--- config.mk ---
export PLATFORM = sky130hd
export DESIGN_NAME = source_line_tokenizer
export DESIGN_NICKNAME = d
export VERILOG_FILES = /design/src/hw/rtl/slt_pkg.sv /design/src/hw/rtl/slt_in_reg.sv /design/src/hw/rtl/slt_scanner.sv /design/src/hw/rtl/slt_out_fifo.sv /design/src/hw/rtl/source_line_tokenizer.sv
export SDC_FILE = /design/constraint.sdc
export NUM_CORES = 1
export LEC_CHECK = 0
export ABC_AREA = 1
export BUFFER_PORTS_ARGS = -buffer_cell sky130_fd_sc_hd__buf_4
export CORE_ASPECT_RATIO = 0.8
export CORE_MARGIN = 5
export CORE_UTILIZATION = 55
export CTS_BUF_LIST = sky130_fd_sc_hd__clkbuf_8
export CTS_CLUSTER_SIZE = 10
export DETAILED_ROUTE_END_ITERATION = 12
export PLACE_DENSITY = 0.8
export SLEW_MARGIN = 10
export SYNTH_ARGS = -nofsm -noshare
export SYNTH_HDL_FRONTEND = slang
export SYNTH_SLANG_ARGS = --single-unit
--- constraint.sdc ---
create_clock -name clk_i -period 11 [get_ports clk_i]
set_clock_uncertainty 0.05 [all_clocks]
set_input_delay 2.75 -clock clk_i [delete_from_list [all_inputs] [get_ports clk_i]]
set_output_delay 2.75 -clock clk_i [all_outputs]
set_load 0.005 [all_outputs]
--- src/hw/rtl/slt_pkg.sv ---
// shared types, character codes and classifier functions for the source line tokenizer
// no dependencies; imported by every slt module but slt_in_reg
package slt_pkg;

  localparam int unsigned LINE_W = 32;
  localparam int unsigned COL_OUT_W = 12;

  localparam logic [7:0] CH_TAB    = 8'h09;
  localparam logic [7:0] CH_CR     = 8'h0D;
  localparam logic [7:0] CH_SPACE  = 8'h20;
  localparam logic [7:0] CH_QUOTE  = 8'h22;
  localparam logic [7:0] CH_HASH   = 8'h23;
  localparam logic [7:0] CH_LPAREN = 8'h28;
  localparam logic [7:0] CH_RPAREN = 8'h29;
  localparam logic [7:0] CH_MINUS  = 8'h2D;
  localparam logic [7:0] CH_ZERO   = 8'h30;
  localparam logic [7:0] CH_NINE   = 8'h39;
  localparam logic [7:0] CH_LBRACK = 8'h5B;
  localparam logic [7:0] CH_BSLASH = 8'h5C;
  localparam logic [7:0] CH_RBRACK = 8'h5D;

  typedef enum logic [1:0] {
    KIND_WORD   = 2'd0,
    KIND_INT    = 2'd1,
    KIND_STRING = 2'd2,
    KIND_ERROR  = 2'd3
  } kind_e;

  typedef enum logic [4:0] {
    MODE_IDLE    = 5'b00001,
    MODE_WORD    = 5'b00010,
    MODE_STRING  = 5'b00100,
    MODE_ESCAPE  = 5'b01000,
    MODE_COMMENT = 5'b10000
  } mode_e;

  typedef struct packed {
    kind_e                  kind;
    logic [LINE_W-1:0]      line_index;
    logic [COL_OUT_W-1:0]   start_column;
    logic [COL_OUT_W-1:0]   end_column;
    logic                   last;
  } result_t;

  // results of one scanned item, count is 0, 1 or 2
  typedef struct packed {
    logic [1:0] cnt;
    result_t    r0;
    result_t    r1;
  } step_out_t;

  function automatic logic is_space(input logic [7:0] c);
    return (c == CH_SPACE) || ((c >= CH_TAB) && (c <= CH_CR));
  endfunction

  function automatic logic is_bracket(input logic [7:0] c);
    return (c == CH_LPAREN) || (c == CH_RPAREN) || (c == CH_LBRACK) || (c == CH_RBRACK);
  endfunction

  function automatic logic is_digit(input logic [7:0] c);
    return (c >= CH_ZERO) && (c <= CH_NINE);
  endfunction

endpackage

--- src/hw/rtl/slt_in_reg.sv ---
// input register for the tokenizer: holds one accepted item until the scanner takes it
// uses no package items
module slt_in_reg (
  input  logic       clk_i,
  input  logic       rst_ni,
  input  logic       s_axis_tvalid,
  output logic       s_axis_tready,
  input  logic [7:0] s_axis_tdata,   // char_code
  input  logic       s_axis_tuser,   // end_of_line
  input  logic       take_i,
  output logic       valid_o,
  output logic [7:0] char_o,
  output logic       eol_o
);

  logic       valid_q, valid_d;
  logic [7:0] char_q;
  logic       eol_q;
  logic       load;

  assign s_axis_tready = !valid_q || take_i;
  assign load = s_axis_tvalid && s_axis_tready;

  always_comb begin
    valid_d = valid_q;
    if (load) begin
      valid_d = 1'b1;
    end else if (take_i) begin
      valid_d = 1'b0;
    end
  end

  always_ff @(posedge clk_i or negedge rst_ni) begin
    if (!rst_ni) begin
      valid_q <= 1'b0;
    end else begin
      valid_q <= valid_d;
    end
  end

  always_ff @(posedge clk_i) begin
    if (load) begin
      char_q <= s_axis_tdata;
      eol_q  <= s_axis_tuser;
    end
  end

  assign valid_o = valid_q;
  assign char_o  = char_q;
  assign eol_o   = eol_q;

endmodule

--- src/hw/rtl/slt_scanner.sv ---
// scanner state machine: line and column counters, token mode, result formation
// depends on slt_pkg
module slt_scanner #(
  parameter int unsigned COLUMN_BITS = 12
) (
  input  logic               clk_i,
  input  logic               rst_ni,
  input  logic               fire_i,
  input  logic [7:0]         char_i,
  input  logic               eol_i,
  output slt_pkg::step_out_t step_o
);
  import slt_pkg::*;

  localparam logic [COLUMN_BITS-1:0] ColMax = {COLUMN_BITS{1'b1}};

  mode_e                   mode_q, mode_d;
  logic [COLUMN_BITS-1:0]  start_q, start_d;
  logic [COLUMN_BITS-1:0]  col_q, col_d;
  logic [LINE_W-1:0]       line_q, line_d;
  logic                    all_dig_q, all_dig_d;
  logic                    dig_seen_q, dig_seen_d;

  logic [COLUMN_BITS-1:0]  col_next;
  logic                    delim;
  logic                    do_begin;
  logic [1:0]              cnt;
  result_t                 res [2];

  // columns leave the block as their low 12 bits
  function automatic logic [COL_OUT_W-1:0] out_col(input logic [COLUMN_BITS-1:0] c);
    logic [31:0] wide;
    wide = 32'(c);
    return wide[COL_OUT_W-1:0];
  endfunction

  function automatic result_t mk(input kind_e k, input logic [LINE_W-1:0] ln,
                                 input logic [COLUMN_BITS-1:0] s,
                                 input logic [COLUMN_BITS-1:0] e);
    result_t r;
    r.kind         = k;
    r.line_index   = ln;
    r.start_column = out_col(s);
    r.end_column   = out_col(e);
    r.last         = 1'b0;
    return r;
  endfunction

  assign col_next = (col_q == ColMax) ? ColMax : col_q + 1'b1;
  assign delim    = is_space(char_i) || (char_i == CH_HASH) || is_bracket(char_i);

  always_comb begin
    mode_d     = mode_q;
    start_d    = start_q;
    col_d      = col_q;
    line_d     = line_q;
    all_dig_d  = all_dig_q;
    dig_seen_d = dig_seen_q;
    cnt        = 2'd0;
    do_begin   = 1'b0;
    res[0]     = mk(KIND_WORD, line_q, start_q, col_q);
    res[1]     = mk(KIND_WORD, line_q, start_q, col_q);

    if (eol_i) begin
      if (mode_q == MODE_WORD) begin
        res[0] = mk((all_dig_q && dig_seen_q) ? KIND_INT : KIND_WORD, line_q, start_q, col_q);
        cnt    = 2'd1;
      end else if ((mode_q == MODE_STRING) || (mode_q == MODE_ESCAPE)) begin
        res[0] = mk(KIND_ERROR, line_q, start_q, col_q);
        cnt    = 2'd1;
      end
      if (line_q != {LINE_W{1'b1}}) begin
        line_d = line_q + 1'b1;
      end
      col_d  = '0;
      mode_d = MODE_IDLE;
    end else begin
      col_d = col_next;
      unique case (mode_q)
        MODE_COMMENT: begin
        end
        MODE_STRING: begin
          if (char_i == CH_BSLASH) begin
            mode_d = MODE_ESCAPE;
          end else if (char_i == CH_QUOTE) begin
            res[0] = mk(KIND_STRING, line_q, start_q, col_next);
            cnt    = 2'd1;
            mode_d = MODE_IDLE;
          end
        end
        MODE_ESCAPE: begin
          mode_d = MODE_STRING;
        end
        MODE_WORD: begin
          if (delim) begin
            res[0]   = mk((all_dig_q && dig_seen_q) ? KIND_INT : KIND_WORD,
                          line_q, start_q, col_q);
            cnt      = 2'd1;
            do_begin = 1'b1;
          end else if (is_digit(char_i)) begin
            dig_seen_d = 1'b1;
          end else begin
            all_dig_d = 1'b0;
          end
        end
        default: begin
          do_begin = 1'b1;
        end
      endcase

      if (do_begin) begin
        priority if (is_space(char_i)) begin
          mode_d = MODE_IDLE;
        end else if (char_i == CH_HASH) begin
          mode_d = MODE_COMMENT;
        end else if (char_i == CH_QUOTE) begin
          mode_d  = MODE_STRING;
          start_d = col_q;
        end else if (is_bracket(char_i)) begin
          mode_d         = MODE_IDLE;
          res[cnt[0]]    = mk(KIND_WORD, line_q, col_q, col_next);
          cnt            = cnt + 2'd1;
        end else begin
          mode_d     = MODE_WORD;
          start_d    = col_q;
          dig_seen_d = is_digit(char_i);
          all_dig_d  = (char_i == CH_MINUS) || is_digit(char_i);
        end
      end
    end

    if (cnt == 2'd2) begin
      res[1].last = 1'b1;
    end else if (cnt == 2'd1) begin
      res[0].last = 1'b1;
    end
  end

  always_ff @(posedge clk_i or negedge rst_ni) begin
    if (!rst_ni) begin
      mode_q     <= MODE_IDLE;
      start_q    <= '0;
      col_q      <= '0;
      line_q     <= LINE_W'(1);
      all_dig_q  <= 1'b1;
      dig_seen_q <= 1'b0;
    end else if (fire_i) begin
      mode_q     <= mode_d;
      start_q    <= start_d;
      col_q      <= col_d;
      line_q     <= line_d;
      all_dig_q  <= all_dig_d;
      dig_seen_q <= dig_seen_d;
    end
  end

  assign step_o.cnt = cnt;
  assign step_o.r0  = res[0];
  assign step_o.r1  = res[1];

endmodule

--- src/hw/rtl/slt_out_fifo.sv ---
// four-entry result queue: takes up to two results per cycle, hands out one
// depends on slt_pkg
module slt_out_fifo (
  input  logic               clk_i,
  input  logic               rst_ni,
  input  logic               push_i,
  input  slt_pkg::step_out_t step_i,
  output logic               room_o,
  output logic               valid_o,
  input  logic               ready_i,
  output slt_pkg::result_t   data_o
);
  import slt_pkg::*;

  result_t    mem_q [4];
  logic [1:0] wr_q, wr_d;
  logic [1:0] rd_q, rd_d;
  logic [2:0] count_q, count_d;
  logic [1:0] n_push;
  logic       pop;

  // room for the worst case of two results
  assign room_o  = count_q <= 3'd2;
  assign valid_o = count_q != 3'd0;
  assign pop     = valid_o && ready_i;
  assign n_push  = push_i ? step_i.cnt : 2'd0;

  always_comb begin
    wr_d    = wr_q + n_push;
    rd_d    = rd_q + {1'b0, pop};
    count_d = count_q + {1'b0, n_push} - {2'b0, pop};
  end

  always_ff @(posedge clk_i or negedge rst_ni) begin
    if (!rst_ni) begin
      wr_q    <= '0;
      rd_q    <= '0;
      count_q <= '0;
    end else begin
      wr_q    <= wr_d;
      rd_q    <= rd_d;
      count_q <= count_d;
    end
  end

  always_ff @(posedge clk_i) begin
    if (n_push != 2'd0) begin
      mem_q[wr_q] <= step_i.r0;
    end
    if (n_push == 2'd2) begin
      mem_q[wr_q + 2'd1] <= step_i.r1;
    end
  end

  assign data_o = mem_q[rd_q];

endmodule

--- src/hw/rtl/source_line_tokenizer.sv ---
// source line tokenizer: byte stream in, token spans out
// path: an item waits in the input register until the result queue has room; its results
// (two when a bracket closes a word) are registered in the queue before the master side
// throughput: one item per cycle while the queue has room; results leave at one per cycle when taken
// reset: asynchronous active low; line 1, column 0, scanner idle, queue empty
module source_line_tokenizer #(
  parameter int unsigned COLUMN_BITS = 12
) (
  input  logic        clk_i,
  input  logic        rst_ni,
  input  logic        s_axis_tvalid,
  output logic        s_axis_tready,
  input  logic [7:0]  s_axis_tdata,   // [7:0] char_code
  input  logic        s_axis_tuser,   // [0] end_of_line
  output logic        m_axis_tvalid,
  input  logic        m_axis_tready,
  output logic [63:0] m_axis_tdata,   // [1:0] token_kind, [33:2] line_index,
                                      // [45:34] start_column, [57:46] end_column, zero
  output logic        m_axis_tlast    // last
);
  import slt_pkg::*;

  logic      in_valid;
  logic [7:0] in_char;
  logic      in_eol;
  logic      room;
  logic      fire;
  step_out_t step;
  result_t   head;

  assign fire = in_valid && room;

  slt_in_reg u_in_reg (
    .clk_i         (clk_i),
    .rst_ni        (rst_ni),
    .s_axis_tvalid (s_axis_tvalid),
    .s_axis_tready (s_axis_tready),
    .s_axis_tdata  (s_axis_tdata),
    .s_axis_tuser  (s_axis_tuser),
    .take_i        (fire),
    .valid_o       (in_valid),
    .char_o        (in_char),
    .eol_o         (in_eol)
  );

  slt_scanner #(
    .COLUMN_BITS (COLUMN_BITS)
  ) u_scanner (
    .clk_i  (clk_i),
    .rst_ni (rst_ni),
    .fire_i (fire),
    .char_i (in_char),
    .eol_i  (in_eol),
    .step_o (step)
  );

  slt_out_fifo u_out_fifo (
    .clk_i   (clk_i),
    .rst_ni  (rst_ni),
    .push_i  (fire),
    .step_i  (step),
    .room_o  (room),
    .valid_o (m_axis_tvalid),
    .ready_i (m_axis_tready),
    .data_o  (head)
  );

  assign m_axis_tdata = {6'b0, head.end_column, head.start_column, head.line_index, head.kind};
  assign m_axis_tlast = head.last;

endmodule

# Yosys cells after proc, flatten, opt, wreduce, memory -nomap -nowiden
# Memories as Yosys holds them, arrays and structs flattened.
# Cells that the tools add are included.
[classes] bitwise=4 reduce_logical=26 n_eq_ne=20 mux=73 n_addsub=8 n_lt_le_gt_ge=7
[op_table] operator="118-bit two-way mux" count=5
[op_table] operator="59-bit two-way mux" count=9
[op_table] operator="118-bit bitwise mux" count=1
[op_table] operator="59-bit case mux with 2 select lines" count=1
[op_table] operator="59-bit demux with 1-bit select" count=1
[op_table] operator="8-bit by 6-bit equality test with 1-bit output, second input constant" count=6
[op_table] operator="12-bit two-way mux" count=4
[op_table] operator="32-bit by 1-bit adder with 32-bit output, second input constant" count=1
[op_table] operator="32-bit inequality test, second input constant" count=1
[op_table] operator="1-bit two-way mux" count=31
[op_table] operator="5-bit two-way mux" count=6
[op_table] operator="8-bit by 7-bit equality test with 1-bit output, second input constant" count=3
[op_table] operator="2-bit two-way mux" count=11
[op_table] operator="12-bit by 1-bit adder with 12-bit output, second input constant" count=1
[op_table] operator="12-bit equality test, second input constant" count=1
[op_table] operator="5-bit case mux with 2 select lines" count=1
[op_table] operator="1-bit logical OR" count=9
[op_table] operator="8-bit by 4-bit greater-or-equal comparator with 1-bit output, second input constant" count=1
[op_table] operator="8-bit by 6-bit greater-or-equal comparator with 1-bit output, second input constant" count=1
[op_table] operator="8-bit by 4-bit less-or-equal comparator with 1-bit output, second input constant" count=1
[op_table] operator="8-bit by 6-bit less-or-equal comparator with 1-bit output, second input constant" count=1
[op_table] operator="1-bit logical AND" count=7
[op_table] operator="3-bit AND reduction" count=2
[op_table] operator="6-bit AND reduction" count=1
[op_table] operator="other kinds (27)" count=32
[totals] input_bits=13 register_bits=80 mem_bits_rw=236 memories=1
[mem_list] memory="u_out_fifo.mem_q" words=4 width=59 rd=1 rd_ports_with_merged_regs=0 write_ports=2 line_no="slt_out_fifo.sv:15" rtl="result_t mem_q [4];"

# Longest topological paths before layout
# Gate-level depths: netlist of run 1.
[logic_depth] ltp_word=22 mapped_depth=17 mapped_depth_nobuf=17

# By module
# From an unflattened synthesis of run 1, not the netlist that was laid out.
[unflattened] hier_cells=2061 area_unflattened_um2=17277.8
[modules_own_cells] mod="slt_out_fifo" cells_each=1279 seq_area_each_um2=7262.0 area_per_inst_um2=11895.2 n_inst=1
[modules_own_cells] mod="slt_scanner" cells_each=758 seq_area_each_um2=1580.3 area_per_inst_um2=5011.1 n_inst=1
[modules_own_cells] mod="slt_in_reg" cells_each=15 seq_area_each_um2=295.3 area_per_inst_um2=315.3 n_inst=1
[modules_own_cells] mod="source_line_tokenizer" cells_each=9 seq_area_each_um2=0.0 area_per_inst_um2=56.3 n_inst=1

# Least setup slack after synthesis of run 1
# No wires, ideal clock.
[synth_path] path_type="reg-to-reg" startpoint="register u_in_reg.char_q[3], in the netlist u_in_reg.char_o[3]" endpoint="memory u_out_fifo.mem_q[1][0] in the netlist's numbering, enable pin" stages_incl_launch_ff=12 setup_ps=497 arrival_time_ps=4466 path_slack_ps=5987 n_path_buf=2 path_cell_list="edfxtp_1 inv_1 nand2_1 nor2_1 nand2_1 nand3_2 inv_2 nand4_4 buf_2 buf_4 nand4_1 o22ai_1"
[synth_rtl] element="start, declared" line_no="slt_in_reg.sv:17" rtl="logic [7:0] char_q;"
[synth_rtl] element="start signal, assigned" line_no="slt_in_reg.sv:43" rtl="char_q <= s_axis_tdata;"
[synth_rtl] element="end, declared" line_no="slt_out_fifo.sv:15"

# Final worst setup path of run 1
[layout_path] startpoint="register u_out_fifo.rd_q[0]" endpoint="output port m_axis_tdata[43]"
[layout_via] elab_chain_cells=1
[layout_lines] element="start, declared" line_no="slt_out_fifo.sv:17" rtl="logic [1:0] rd_q, rd_d;"
[layout_lines] element="start signal, assigned" line_no="slt_out_fifo.sv:41" rtl="rd_q <= rd_d;"
[layout_lines] element="memory 4 x 59 bit"
[layout_lines] element="end, declared" line_no="source_line_tokenizer.sv:17" rtl="output logic [63:0] m_axis_tdata,"
# Every way passes these cells.

==> results.yml, run 1 <==
critical_path:
  cpLargestDelayFamily: "buffers and inverters"
  cpMostUsedCell: "sky130_fd_sc_hd__buf_4"
  regToRegEndpoint: "u_out_fifo.mem_q[2][54]"
  critical_path.slowest_cell: "sky130_fd_sc_hd__buf_4"
  crit_path_start_kind: "register"
  critPathRequiredTime_ns: 8.20
  worst_r2r_path_depth: 9
  regToRegStartpoint: "u_in_reg.eol_o"
  arr_time_crit_path_ns: 2.96
  worst-r2r-setup-slack_ns: 6.30
  critical_path.cell_chain: "clkinv_2 > buf_4 > o21ai_0 > o22ai_1 > buf_4"
  path_class: "reg2out"
  path_max_fanout: 118
  cp_slowest_stage_delay_ns: 0.85
  crit_path_end_kind: "output port"
  critPathBufInv: 3
min_path:
  timing.hold.worst_path_depth: 2
  holdPathEnd: "u_scanner.mode_q[0]"
  hold_class: "reg2reg"
  holdCritStartpoint: "u_scanner.mode_q[0]"
place:
  detailedPlacementHpwl_mm: 23.6
  io_buffer_count: 73
  finalWeightedCongestion: 0.951
  placedCellCount: 1991
sta:
  setup_repair_after_global_routing_missed_its_margin: "false"
  max_slew_margin_pct: 22.8
  timing.final.crit_period_ns: 5.76
  report.final.slew_viol_count: 0
  fmax_mhz: 174
  final_count_of_hold_timing_violations: 0
  finalSetupViolations: 0
  setup_tns_ns: 0
  fin_crit_share_pct: 52.3
  worst_pin_slew_ns: 1.16
clock_network:
  post_cts_hold_buffer_count: 0
  cts.reportedPaths.clkPinSlew_ns: 0.06
  clock_sinks: 316
  post_cts_resized: 0
  clock_tree_from_tritoncts: "yes"
  cts-buffers-inserted: 49
  cts_max_level: 2
  clock_latency_on_the_worst_skew_pair_ns: 0.57
  cts_root_buffer: "sky130_fd_sc_hd__clkbuf_8"
  cts_post_setup_buffers_inserted: 0
  cts_buffer_depth: 3
final_layout:
  area_growth_from_synthesis_to_final_layout_pct: 11.2
  finish.cell_count_without_fillers: 2083
  post_layout_nets: 1699
  fraction_of_layout_cells_with_a_size_suffix_above_1_pct: 11.2
  n_diodes: 0
synth:
  synth_area_per_inst_sq_um: 9.39
  yosysTopAreaCell: "sky130_fd_sc_hd__edfxtp_1"
  synth_cell_type_count: 41
  yosys_warnings: 0
  yosysSeqAreaShare_pct: 60.1
  netlist_instances: 1620
  synth.ff_latch_count: 316
  netlist.area_leader.share_pct: 48.4
  post_synth_instance_area_sq_um: 15200
  synth_area_leaders: "sky130_fd_sc_hd__edfxtp_1 (48%), sky130_fd_sc_hd__dfrtp_1 (11%), sky130_fd_sc_hd__nand2_1 (11%)"
drt:
  drtPass1Iterations: 7
  routed_wire_length_per_instance_um: 18.2
  ant_nets: 0
  wl_mm: 37.8
  route.vias.total: 12100
  drcViolationCount: 0
  via_per_inst: 5.79
  drtIter0Drc: 1450
run:
  max_cap_violations: 0
power_and_ir_drop:
  power.static_leakage_nw: 6.97
  power-per-cell-area_nw_per_um2: 223
  max-vdd-ir-drop_mv: 0.126
global_route:
  grt_overflow: 0
  grt_antenna_before_repair: 0
  grt_first_pass_wirelength_mm: 60.0
  groute.usage.overall_pct: 23.6
  first_global_vias: 11200
  grt_max_degree: 119
floorplan:
  die_y_um: 159
  boundaryPins: 80
  core_region_area_sq_um: 27200
  fp.dieW_um: 196
  fp-row-count: 54
  die_area_sq_um: 31100
  floorplan.initialDensity_pct: 55.8
outcome:
  status: "complete, no violations"
-- layout by cell type (no fill, tap or decap), types with 55 or more instances in the layout --
cell                       count
sky130_fd_sc_hd__edfxtp_1    245
sky130_fd_sc_hd__nand3_1      99
sky130_fd_sc_hd__inv_1       109
sky130_fd_sc_hd__o21ai_0     156
sky130_fd_sc_hd__dfrtp_1      66
sky130_fd_sc_hd__o22ai_1      70
sky130_fd_sc_hd__buf_4        84
sky130_fd_sc_hd__clkbuf_8     55
sky130_fd_sc_hd__nand2_1     423
sky130_fd_sc_hd__nor2_1      202
-- routing by layer --
metal / track usage (%) / vias to the layer above / wire length [um]
met4: 4.92 / 0 / 553
met5: 0 / - / 0
met3: 4.81 / 52 / 4120
li1: - / 5654 / -
met1: 37.0 / 5687 / 17200
met2: 34.2 / 663 / 15900
-- state kept, by name, summed over array words and instances (netlist names), 2 cells and up --
name / count
u_out_fifo.rd_q: 2
u_in_reg.char_o: 8
u_scanner.line_q: 32
u_scanner.start_q: 12
u_out_fifo.wr_q: 2
u_scanner.col_q: 12
u_out_fifo.count_q: 3
u_out_fifo.mem_q: 236
u_scanner.mode_q: 5
-- where the power goes --
| group | internal (mW) | switching (mW) | leakage [nW] |
|---|---|---|---|
| Clock | 0.507 | 0.452 | 0.572 |
| Sequential | 1.44 | 0.0897 | 3.29 |
| Combinational | 0.475 | 0.799 | 3.11 |
| Total | 2.43 | 1.34 | 6.97 |
-- metrics by stage --
step | cell area [sq um] | setup slack [ns] | util (%) | hold WS (ns) | total power [mW]
finish | 16900 | 5.24 | 62.1 | 0.441 | 3.77
global route | 16900 | 5.10 | 62.1 | 0.459 | 4.00
CTS | 16900 | 5.27 | 62.1 | 0.443 | 3.78
detailed placement | 16000 | 5.88 | 58.6 | 0.416 | 2.83
global placement | 16000 | 5.89 | 58.6 | 0.418 | 2.79
floorplan | 15200 | 5.99 | - | 0.406 | 2.29
-- cell families (layout without fill, tap and decap cells) --
group	after synthesis	count (layout)	share of synthesized area, %
AO/OA/AOI/OAI	289	289	10.4
XOR/XNOR	35	35	2.02
adder cells (fa/ha/maj)	8	8	0.708
buffers and inverters	179	273	4.94
flip-flops	316	316	60.1
other	1	6	0.0247
AND/OR/NAND/NOR	792	792	21.8
-- worst register-to-register path, cell delays in order, from the launching register on --
cell and delay, ns:
sky130_fd_sc_hd__edfxtp_1 0.35, sky130_fd_sc_hd__buf_4 0.26, sky130_fd_sc_hd__inv_1 0.44, sky130_fd_sc_hd__nand4_4 0.75, sky130_fd_sc_hd__inv_2 0.42, sky130_fd_sc_hd__nand2_4 0.13
sky130_fd_sc_hd__nor2_4 0.16, sky130_fd_sc_hd__nand2_2 0.52, sky130_fd_sc_hd__nand2_2 0.52, sky130_fd_sc_hd__buf_4 0.70
-- cells in the mapped netlist --
cell type,n
sky130_fd_sc_hd__dfstp_2,3
sky130_fd_sc_hd__xor2_1,17
sky130_fd_sc_hd__clkinv_1,1
sky130_fd_sc_hd__nand2_2,6
sky130_fd_sc_hd__a21boi_0,2
sky130_fd_sc_hd__clkbuf_1,48
sky130_fd_sc_hd__buf_1,3
sky130_fd_sc_hd__nand3_2,3
sky130_fd_sc_hd__nand2_1,426
sky130_fd_sc_hd__nor3_4,1
sky130_fd_sc_hd__nor2_2,4
sky130_fd_sc_hd__nand4_1,18
sky130_fd_sc_hd__buf_2,15
sky130_fd_sc_hd__nand3_1,99
sky130_fd_sc_hd__nor3_1,17
sky130_fd_sc_hd__o22ai_1,71
sky130_fd_sc_hd__nor2_1,202
sky130_fd_sc_hd__edfxtp_1,245
sky130_fd_sc_hd__nand3_4,1
sky130_fd_sc_hd__ha_1,7
sky130_fd_sc_hd__o21ai_0,156
sky130_fd_sc_hd__inv_2,8
sky130_fd_sc_hd__nand3b_1,1
sky130_fd_sc_hd__a21oi_1,22
sky130_fd_sc_hd__xnor2_1,18
sky130_fd_sc_hd__nor3_2,1
sky130_fd_sc_hd__nor4_1,6
sky130_fd_sc_hd__inv_1,88
sky130_fd_sc_hd__o21bai_1,1
sky130_fd_sc_hd__nand2_4,2
sky130_fd_sc_hd__o211ai_1,1
sky130_fd_sc_hd__dfrtp_1,68
sky130_fd_sc_hd__o21ai_1,25
sky130_fd_sc_hd__a21oi_2,8
sky130_fd_sc_hd__and2_1,1
sky130_fd_sc_hd__nand4_4,1
sky130_fd_sc_hd__fa_1,1
sky130_fd_sc_hd__o31ai_1,3
sky130_fd_sc_hd__buf_4,16
sky130_fd_sc_hd__nor2_4,3
sky130_fd_sc_hd__conb_1,1
-- area by class of cell --
cell class	instances	area (sq um)
fill	2222	10300
clock buffer	55	757
clock inverter	37	208
inverter	97	365
timing repair buffer	84	631
sequential	316	9140
multi-input combinational	1130	5360
tap	364	455
-- worst max-delay path by stage --
stage,cells after the start,slack [ns],to,start
finish,5,5.24,m_axis_tdata[43],u_out_fifo.rd_q[0]
global route,5,5.10,m_axis_tdata[5],u_out_fifo.rd_q[0]
CTS,5,5.27,m_axis_tdata[43],u_out_fifo.rd_q[0]
detailed placement,5,5.88,m_axis_tdata[43],u_out_fifo.rd_q[0]
global placement,5,5.89,m_axis_tdata[43],u_out_fifo.rd_q[0]
floorplan,11,5.99,u_out_fifo.mem_q[1][0],u_in_reg.char_o[3]
No activity file was read; power rests on OpenSTA's default activity.
==> run 2, diff against run 1 <==
- ABC_AREA: 1 -> 0
- PLACE_DENSITY: 0.8 -> 0.83
- clock period: 11 -> 4.85 ns (I/O delays scaled with it)
==> run 2 against run 1 <==
Net effect:
- clock-buffer cell count grew 2
- non-clock buffer count up 4
- sequential power grew 140%
- first-iteration DRC count fell by 32%
- via count fell by 30%
- die area is 6.3% lower
==> results.yml, run 2 <==
floorplan:
  die_area_sq_um: 29100
  fp-row-count: 52
  fp.dieW_um: 190
  core_region_area_sq_um: 25400
  boundaryPins: 80
  die_y_um: 154
  floorplan.initialDensity_pct: 55.9
critical_path:
  crit_path_start_kind: "register"
  arr_time_crit_path_ns: 2.55
  crit_path_end_kind: "output port"
  path_max_fanout: 36
  path_class: "reg2out"
  worst_r2r_path_depth: 6
  critPathRequiredTime_ns: 3.59
power_and_ir_drop:
  power.static_leakage_nw: 5.85
  netsw_mw: 2.39
  seq_pwr_share_pct: 45.9
  power-per-cell-area_nw_per_um2: 491
  max-vdd-ir-drop_mv: 0.367
  switching_share_pct: 30.3
  power.share.combinational_pct: 27.7
  power.clock.fraction_pct: 26.4
  internal_power_mw: 5.49
synth:
  synth.ff_latch_count: 316
  yosys_warnings: 0
  netlist_instances: 936
  ys_dominant_reg_cell: "sky130_fd_sc_hd__edfxtp_1"
  synth_cell_type_count: 78
  ys_top_cells_by_count: "sky130_fd_sc_hd__edfxtp_1 (245), sky130_fd_sc_hd__dfrtp_1 (68), sky130_fd_sc_hd__mux4_2 (59), sky130_fd_sc_hd__nor2_1 (59), sky130_fd_sc_hd__a21oi_1 (52)"
  post_synth_instance_area_sq_um: 14200
  yosysTopAreaCell: "sky130_fd_sc_hd__edfxtp_1"
  edff_count_synth: 245
  synth_area_per_inst_sq_um: 15.2
  post-synth-top-count-cell: "sky130_fd_sc_hd__edfxtp_1"
  postSynth.asyncResetShare_pct: 22.5
  netlist.area_leader.share_pct: 51.8
  synth_area_leaders: "sky130_fd_sc_hd__edfxtp_1 (52%), sky130_fd_sc_hd__dfrtp_1 (12%), sky130_fd_sc_hd__mux4_2 (9.4%)"
  yosysSeqAreaShare_pct: 64.4
drt:
  drtIter0Drc: 988
  wl_mm: 30.2
  drcViolationCount: 0
  ant_nets: 0
  via_per_inst: 6.14
  route.vias.total: 8474
  routed_wire_length_per_instance_um: 21.9
  drtPass1Iterations: 6
clock_network:
  cts.reportedPaths.clkPinSlew_ns: 0.07
  cts_root_buffer: "sky130_fd_sc_hd__clkbuf_8"
  cts_post_setup_buffers_inserted: 0
  cts-buffers-inserted: 47
  cts_buffer_depth: 3
  clock_sinks: 316
  post_cts_hold_buffer_count: 0
  post_cts_resized: 0
  clock_tree_from_tritoncts: "yes"
  cts_max_level: 2
  clock_latency_on_the_worst_skew_pair_ns: 0.57
global_route:
  grt_first_pass_wirelength_mm: 48.3
  grt_antenna_before_repair: 0
  grt_max_degree: 72
  grt.met1_usage_pct: 31.0
  busiest_layer: "met2"
  first_global_vias: 8825
  groute.usage.overall_pct: 20.9
  global_route.usage.met3_pct: 4.56
  global_route_met2_usage_pct: 31.7
  grt_overflow: 0
place:
  finalWeightedCongestion: 0.899
  detailedPlacementHpwl_mm: 19.0
  placedInstanceArea_sq_um: 15100
  placedCellCount: 1293
  io_buffer_count: 73
final_layout:
  finish.cell_count_without_fillers: 1381
  layout_top_registers: "u_out_fifo.mem_q: 236 flops, u_scanner.line_q: 32 flops"
  stdcell_area_sq_um: 16100
  area_growth_from_synthesis_to_final_layout_pct: 13.1
  n_diodes: 0
  largest_register_ffs: 236
  fraction_of_layout_cells_with_a_size_suffix_above_1_pct: 27.2
  largest-register: "u_out_fifo.mem_q"
  final_common_cell: "sky130_fd_sc_hd__edfxtp_1"
  post_layout_nets: 1039
  most-common-layout-cells: "sky130_fd_sc_hd__edfxtp_1 (245), sky130_fd_sc_hd__buf_4 (84), sky130_fd_sc_hd__dfrtp_1 (66), sky130_fd_sc_hd__mux4_2 (59), sky130_fd_sc_hd__nor2_1 (58)"
sta:
  setup_repair_after_global_routing_missed_its_margin: "false"
  timing.final.crit_period_ns: 3.81
  max_slew_margin_pct: 32.9
  fmax_mhz: 262
  final_count_of_hold_timing_violations: 0
  worst_pin_slew_ns: 1.01
  fin_crit_share_pct: 78.6
  report.final.slew_viol_count: 0
  finalSetupViolations: 0
  setup_tns_ns: 0
outcome:
  status: "complete, no violations"
run:
  max_cap_violations: 0
min_path:
  hold_class: "reg2reg"
  timing.hold.worst_path_depth: 2
-- run 2: cell types whose count changed in the layout (fill, tap and decap cells not counted), sizes merged, moves of 69 or more --
cell | before | now
nand3 | 103 | 24
o21ai | 181 | 31
mux2 | 0 | 69
nand2 | 434 | 45
inv | 118 | 34
nor2 | 209 | 60
-- run 2: kinds of logic (layout without fill, tap and decap cells) --
| kind of cell | count (synthesis) | count (layout) | synth area share [%] |
|---|---|---|---|
| other | 1 | 6 | 0.0264 |
| DFF | 316 | 316 | 64.4 |
| xor gates and xnor gates | 40 | 40 | 2.47 |
| and+or+nand+nor | 235 | 235 | 9.04 |
| adders and majority gates | 8 | 8 | 0.758 |
| buffers and inverters | 77 | 193 | 2.42 |
| muxes | 135 | 135 | 15.6 |
| AOI/OAI and AO/OA | 124 | 124 | 5.31 |
-- run 2: metrics by stage --
| stage | utilization, % | hold WS, ns | total power [mW] | worst slack [ns] |
|---|---|---|---|---|
| 2_1_floorplan | - | 0.392 | 4.89 | -0.101 |
| 3_3_place_gp | 59.6 | 0.409 | 5.82 | 1.60 |
| 3_5_place_dp | 59.6 | 0.417 | 5.87 | 1.43 |
| 4_1_cts | 63.3 | 0.424 | 7.96 | 0.974 |
| 5_1_grt | 63.3 | 0.451 | 8.28 | 0.872 |
| 6_report | 63.3 | 0.423 | 7.88 | 1.04 |
-- run 2: layout make-up --
class	instances	area (sq um)
fillers	1742	9320
flip-flops and latches	316	9140
multi-input cells	548	4800
clock buffers	57	785
repair buffers	88	711
well taps	324	405
clock inverters	31	145
inverters	17	63.8
-- run 2: final timing paths --
check                                           start                       to  slack, ns
worst max-delay path               u_out_fifo.rd_q[0]         m_axis_tdata[42]       1.04
worst min-delay path              u_scanner.all_dig_q      u_scanner.all_dig_q       0.42
worst max register to register  u_out_fifo.count_q[1]  u_out_fifo.mem_q[0][13]       1.37
worst min register to register    u_scanner.all_dig_q      u_scanner.all_dig_q       0.42
max in group asynchronous                      rst_ni       u_out_fifo.rd_q[0]       3.29
min in group asynchronous                      rst_ni    u_out_fifo.count_q[0]       0.74
-- run 2: power groups by stage --
stage               clock network, mW  logic [mW]  registers (mW)
floorplan                           0        1.46            3.43
global placement                    0        2.18            3.64
detailed placement                  0        2.21            3.67
CTS                              2.13        2.22            3.61
global route                     2.26        2.37            3.66
finish                           2.08        2.18            3.61
-- run 2: layer usage --
metal / wire length, um / up-vias
met5: 0 / -
li1: - / 3782
met3: 2810 / 62
met2: 14000 / 400
met1: 12800 / 4230
met4: 631 / 0
-- run 2: worst max-delay path, stage by stage, from the launching register on --
cell and delay [ns]:
sky130_fd_sc_hd__dfrtp_4 0.80, sky130_fd_sc_hd__buf_12 0.37, sky130_fd_sc_hd__mux4_2 0.61, sky130_fd_sc_hd__buf_4 0.17
